**src/design/fto_pkg.sv**
```systemverilog
// shared types and constants for the two-times fir oversampler
package fto_pkg;

  localparam int MaxTaps   = 128;
  localparam int Channels  = 4;
  localparam int TapW      = $clog2(MaxTaps);
  localparam int ChW       = 2;
  localparam int AddrW     = ChW + TapW;
  localparam int DataW     = 24;
  localparam int AccW      = 64;
  localparam int QDepth    = 4;
  localparam int QPtrW     = $clog2(QDepth);

  typedef enum logic [1:0] {
    CMD_LOAD_UP   = 2'd0,
    CMD_LOAD_DOWN = 2'd1,
    CMD_UPSAMPLE  = 2'd2,
    CMD_DOWNSAMPLE = 2'd3
  } cmd_t;

  typedef enum logic [0:0] {
    REG_TAP_COUNT = 1'b0,
    REG_OS_ENABLE = 1'b1
  } reg_idx_t;

  typedef enum logic [1:0] {
    JOB_PASS = 2'd0,
    JOB_UP   = 2'd1,
    JOB_DOWN = 2'd2
  } job_kind_t;

  // one classified job handed from front to back
  typedef struct packed {
    job_kind_t               kind;
    logic [ChW-1:0]          channel;
    logic signed [DataW-1:0] value;
  } job_t;

  typedef enum logic [2:0] {
    ST_CLEAR,
    ST_IDLE,
    ST_WRITE,
    ST_MAC,
    ST_DRAIN,
    ST_ROUND,
    ST_OUT
  } back_state_t;

  function automatic logic signed [DataW-1:0] round_sat(input logic signed [AccW-1:0] acc);
    logic signed [AccW-1:0] x;
    logic signed [AccW-1:0] q;
    begin
      x = acc + (AccW'(1) <<< 21);
      q = x >>> 22;
      if (q > AccW'(8388607)) begin
        round_sat = 24'sh7fffff;
      end else if (q < -AccW'(8388608)) begin
        round_sat = 24'sh800000;
      end else begin
        round_sat = q[DataW-1:0];
      end
    end
  endfunction

endpackage

```
**src/design/fto_front.sv**
```systemverilog
// front: accepts items, loads coefficients, queues sample jobs
module fto_front (
  input  logic                          clk,
  input  logic                          rst_n,
  input  logic                          in_valid,
  output logic                          in_stall,
  input  logic [1:0]                    in_cmd,
  input  logic [1:0]                    in_channel,
  input  logic [6:0]                    in_tap_index,
  input  logic signed [23:0]            in_value,
  input  logic                          os_enable,
  input  logic                          back_busy,
  output logic                          coef_we,
  output logic                          coef_sel_down,
  output logic [fto_pkg::TapW-1:0]      coef_addr,
  output logic signed [23:0]            coef_data,
  output logic                          job_valid,
  input  logic                          job_pop,
  output fto_pkg::job_t                 job
);
  import fto_pkg::*;

  job_t               q_r [QDepth];
  logic [QPtrW-1:0]   wp_r, rp_r;
  logic [QPtrW:0]     cnt_r;
  logic               acc_item, push, full, is_load;
  cmd_t               cmd;
  job_t               nj;

  assign cmd      = cmd_t'(in_cmd);
  assign full     = (cnt_r == (QPtrW+1)'(QDepth));
  assign is_load  = (cmd == CMD_LOAD_UP || cmd == CMD_LOAD_DOWN);
  // a load waits until every earlier sample request has been filtered
  assign in_stall = full || (is_load && (job_valid || back_busy));
  assign acc_item = in_valid && !in_stall;
  assign push     = acc_item && (cmd == CMD_UPSAMPLE || cmd == CMD_DOWNSAMPLE)
                    && (32'(in_channel) < Channels);

  assign coef_we       = acc_item && is_load && (32'(in_tap_index) < MaxTaps);
  assign coef_sel_down = (cmd == CMD_LOAD_DOWN);
  assign coef_addr     = in_tap_index[TapW-1:0];
  assign coef_data     = in_value;

  always_comb begin
    nj.channel = in_channel;
    nj.value   = in_value;
    if (!os_enable) begin
      nj.kind = JOB_PASS;
    end else if (cmd == CMD_UPSAMPLE) begin
      nj.kind = JOB_UP;
    end else begin
      nj.kind = JOB_DOWN;
    end
  end

  always_ff @(posedge clk) begin
    if (push) begin
      q_r[wp_r] <= nj;
    end
  end

  always_ff @(posedge clk) begin
    if (!rst_n) begin
      wp_r  <= '0;
      rp_r  <= '0;
      cnt_r <= '0;
    end else begin
      if (push) wp_r <= wp_r + 1'b1;
      if (job_pop) rp_r <= rp_r + 1'b1;
      cnt_r <= cnt_r + (QPtrW+1)'(push) - (QPtrW+1)'(job_pop);
    end
  end

  assign job_valid = (cnt_r != '0);
  assign job       = q_r[rp_r];
endmodule

```
**config.mk**
```make
export PLATFORM = sky130hd
export DESIGN_NAME = fto_front
export DESIGN_NICKNAME = d
export VERILOG_FILES = /design/src/design/fto_pkg.sv /design/src/design/fto_front.sv
export SDC_FILE = /design/constraint.sdc
export NUM_CORES = 1
export LEC_CHECK = 0
export ABC_AREA = 0
export CORE_MARGIN = 2
export CORE_UTILIZATION = 50
export CTS_CLUSTER_SIZE = 30
export DETAILED_ROUTE_END_ITERATION = 10
export DONT_BUFFER_PORTS = 1
export GPL_TIMING_DRIVEN = 0
export SYNTH_ARGS = -nofsm -noshare
export SYNTH_HDL_FRONTEND = slang
export SYNTH_SLANG_ARGS = --single-unit
```
**constraint.sdc**
```tcl
create_clock -name clk -period 4.3 [get_ports clk]
set_clock_uncertainty 0.05 [all_clocks]
set_input_delay 0.215 -clock clk [delete_from_list [all_inputs] [get_ports clk]]
set_output_delay 0.215 -clock clk [all_outputs]
set_load 0.005 [all_outputs]
```
==> impl_metrics.ini <==
[layout]
stdcell_area_mm2 = 0.005839
num_antenna_cells = 0
final_layout_size_suffix_gt1_share_pct = 34.25
final_core_util_pct = 63.20
num-fill-cells = 620
nets = 327
synthToLayoutAreaGrowth_pct = 22.43

[setup_path]
critPathArrivalTime_ns = 2.91
path_max_fanout = 7
critPathLaunchType = register
reg2reg_depth = 12
critPathKind = reg2reg
worstReg2RegEnd = cnt_r[2]$_SDFF_PN0_
rrSetupSlack_ns = 1.73
crit_required_ns = 4.64
cp-end-kind = register
r2r_start = cnt_r[1]$_SDFF_PN0_

[die]
initial_core_util_pct = 51.62
rows = 35
core_mm2 = 0.009240
fp.dieW_um = 101.7
ioPinCount = 104
dieHeight_um = 101.7
dieArea_mm2 = 0.01034

[sta]
relSlewSlack_pct = 46.62
finalHoldViolations = 0
fin_crit_ns = 2.565
worst_pin_slew_ns = 0.8007
rsz0062_at_grt = false
final_max_slew_viol_count = 0
setup_tns_ns = 0
fmax_mhz = 389.8
setup_viol = 0
finalCritPeriodShare_pct = 59.66
whs_ns = 0.02896

[logic_synthesis]
synth_edf_count = 112
synth_top_family_by_area = multiplexers
synthSimpleGateAreaFrac_pct = 2.650
muxShareOfSynthArea_pct = 13.64
synthTopCellsByCount = edfxtp_1 (112), buf_4 (34), mux4_2 (28)
ys_seq_elements = 121
synth_xor_area_share_pct = 0.7345
synth_top_area_share_pct = 70.51
yosysSeqAreaShare_pct = 74.29
netlist_instances = 231
avgSynthCellArea_um2 = 20.65
yosys-top-cells-area = edfxtp_1 (71%), mux4_2 (13%), buf_4 (5.4%), dfxtp_1 (3.8%), ha_1 (1.6%)
yosysMostFrequentCell = edfxtp_1
syn_nets = 279
async_flop_share_pct = 0
mappedNetlistArea_mm2 = 0.004770
ys.flop_type = edfxtp_1
synth_cell_type_count = 24
yosysWarnings = 0
synth-compound-area-share_pct = 0.2623
synth_adder_area_share_pct = 1.994
synth_area_leader_cell = edfxtp_1

[worst_hold_path]
hold_start = in_cmd[1]
hold_depth = 1
hold_class = in2reg
min_to = q_r[3][26]$_DFFE_PP_

[clock_tree]
clk_pin_slew_ns = 0.06
htreeDepth = 4
cts_resized = 0
insertion_delay_ns = 0.50
cts-root-buf = clkbuf_8
post-cts-setup-buffers = 0
tritoncts = done
numCtsBuffers = 17
postCtsHoldBufs = 29
cts_buffer_depth = 2
clock_sinks = 121

[global_route]
grt_overflow = 0
globalRouteTotalUtil_pct = 15.91
grt_pass1_vias = 2241
grt_pass1_wl_um = 11560
antenna_found_initial = 0
grt_start_max_net_pins = 29

[placed_design]
post_dp_cell_area_mm2 = 0.004936
dp_hpwl_um = 4531
io_buffers = 0
gp_congestion = 0.6997

[drt]
first_pass_iters = 6
wl_per_cell_um = 18.54
drt_iter0_markers = 49
num_vias = 2120
route.detailed.drc = 0
drt-total-wl_um = 7807
vias_per_cell = 5.036
ant_nets = 0

[run_status]
run_status = completed

[flow_run]
cap_violations = 0

[power_and_ir_drop]
peakVddDrop_mv = 0.3106
pwr_density_cell_mw_per_mm2 = 526.0
p_leak_uw = 0.001991
==> placed cells by master, fill, tap and decap left out, drive strengths merged, types with 5 or more instances in the layout <==
cell type / netlist / routed
clkinv: 0 / 5
buf: 37 / 37
edfxtp: 112 / 112
dfxtp: 9 / 9
inv: 6 / 9
and2: 9 / 9
clkbuf: 2 / 19
dlygate4sd3: 0 / 29
ha: 6 / 6
mux4: 28 / 28
nand2: 5 / 5
==> critical path, stage by stage, from the launching register on <==
cell	delay, ns
dfxtp_1	0.37
or3b_1	0.40
and3_1	0.21
buf_6	0.13
inv_1	0.05
ha_1	0.21
inv_1	0.06
ha_1	0.14
inv_1	0.05
fa_1	0.38
xnor2_1	0.15
xnor2_1	0.12
and2_1	0.15
==> worst max-delay path by stage <==
stage                   startpoint                   end  slack, ns
2_1_floorplan  cnt_r[1]$_SDFF_PN0_   cnt_r[2]$_SDFF_PN0_       1.89
3_3_place_gp   cnt_r[1]$_SDFF_PN0_  q_r[0][14]$_DFFE_PP_       1.74
3_5_place_dp   cnt_r[1]$_SDFF_PN0_   cnt_r[2]$_SDFF_PN0_       1.74
4_1_cts        cnt_r[1]$_SDFF_PN0_   cnt_r[2]$_SDFF_PN0_       1.72
5_1_grt        cnt_r[1]$_SDFF_PN0_   cnt_r[2]$_SDFF_PN0_       1.60
6_report       cnt_r[1]$_SDFF_PN0_   cnt_r[2]$_SDFF_PN0_       1.73
==> kinds of logic (layout without fill, tap and decap cells) <==
kind of cell	after synthesis	after routing
flip-flops	121	121
multiplexers	30	30
XOR/XNOR	4	4
AND/OR/NAND/NOR	22	22
adder cells (fa/ha/maj)	7	7
AO/OA/AOI/OAI	2	2
buffers and inverters	45	106
==> power by group <==
group / internal [uW] / switching, uW
Combinational: 138 / 126
Clock: 942 / 499
Sequential: 1350 / 21.1
==> metrics by stage <==
step,total power (uW),worst slack (ns),cells
floorplan,1580,1.886,231
global placement,1628,1.743,360
detailed placement,1631,1.738,360
CTS,3108,1.718,421
global route,3186,1.604,421
finish,3072,1.735,421
==> per-layer routing <==
layer,part of all wire [%],up-vias,global-route usage (%),routed length [um]
li1,-,975,-,-
met1,42,1067,18.63,3257
met2,52,76,26.72,4054
met3,5.9,2,6.142,462
met4,0.42,0,5.925,33
met5,0,-,0,0
==> flip-flops by register name, summed over array words and instances (netlist names), named ones only <==
signal,flops
cnt_r,3
q_r,112
rp_r,2
wp_r,2
==> layout make-up <==
cell class / instances / area, um2 / area share [%]
tap: 129 / 161.4 / 2.764
multi-input combinational: 65 / 924.6 / 15.83
sequential: 121 / 3543 / 60.68
buffer: 39 / 284.0 / 4.864
clock inverter: 15 / 198.9 / 3.407
timing repair buffer: 29 / 290.3 / 4.971
inverter: 6 / 22.52 / 0.3857
clock buffer: 17 / 414.1 / 7.092
Note: power is estimated with default switching activity, not from simulation.
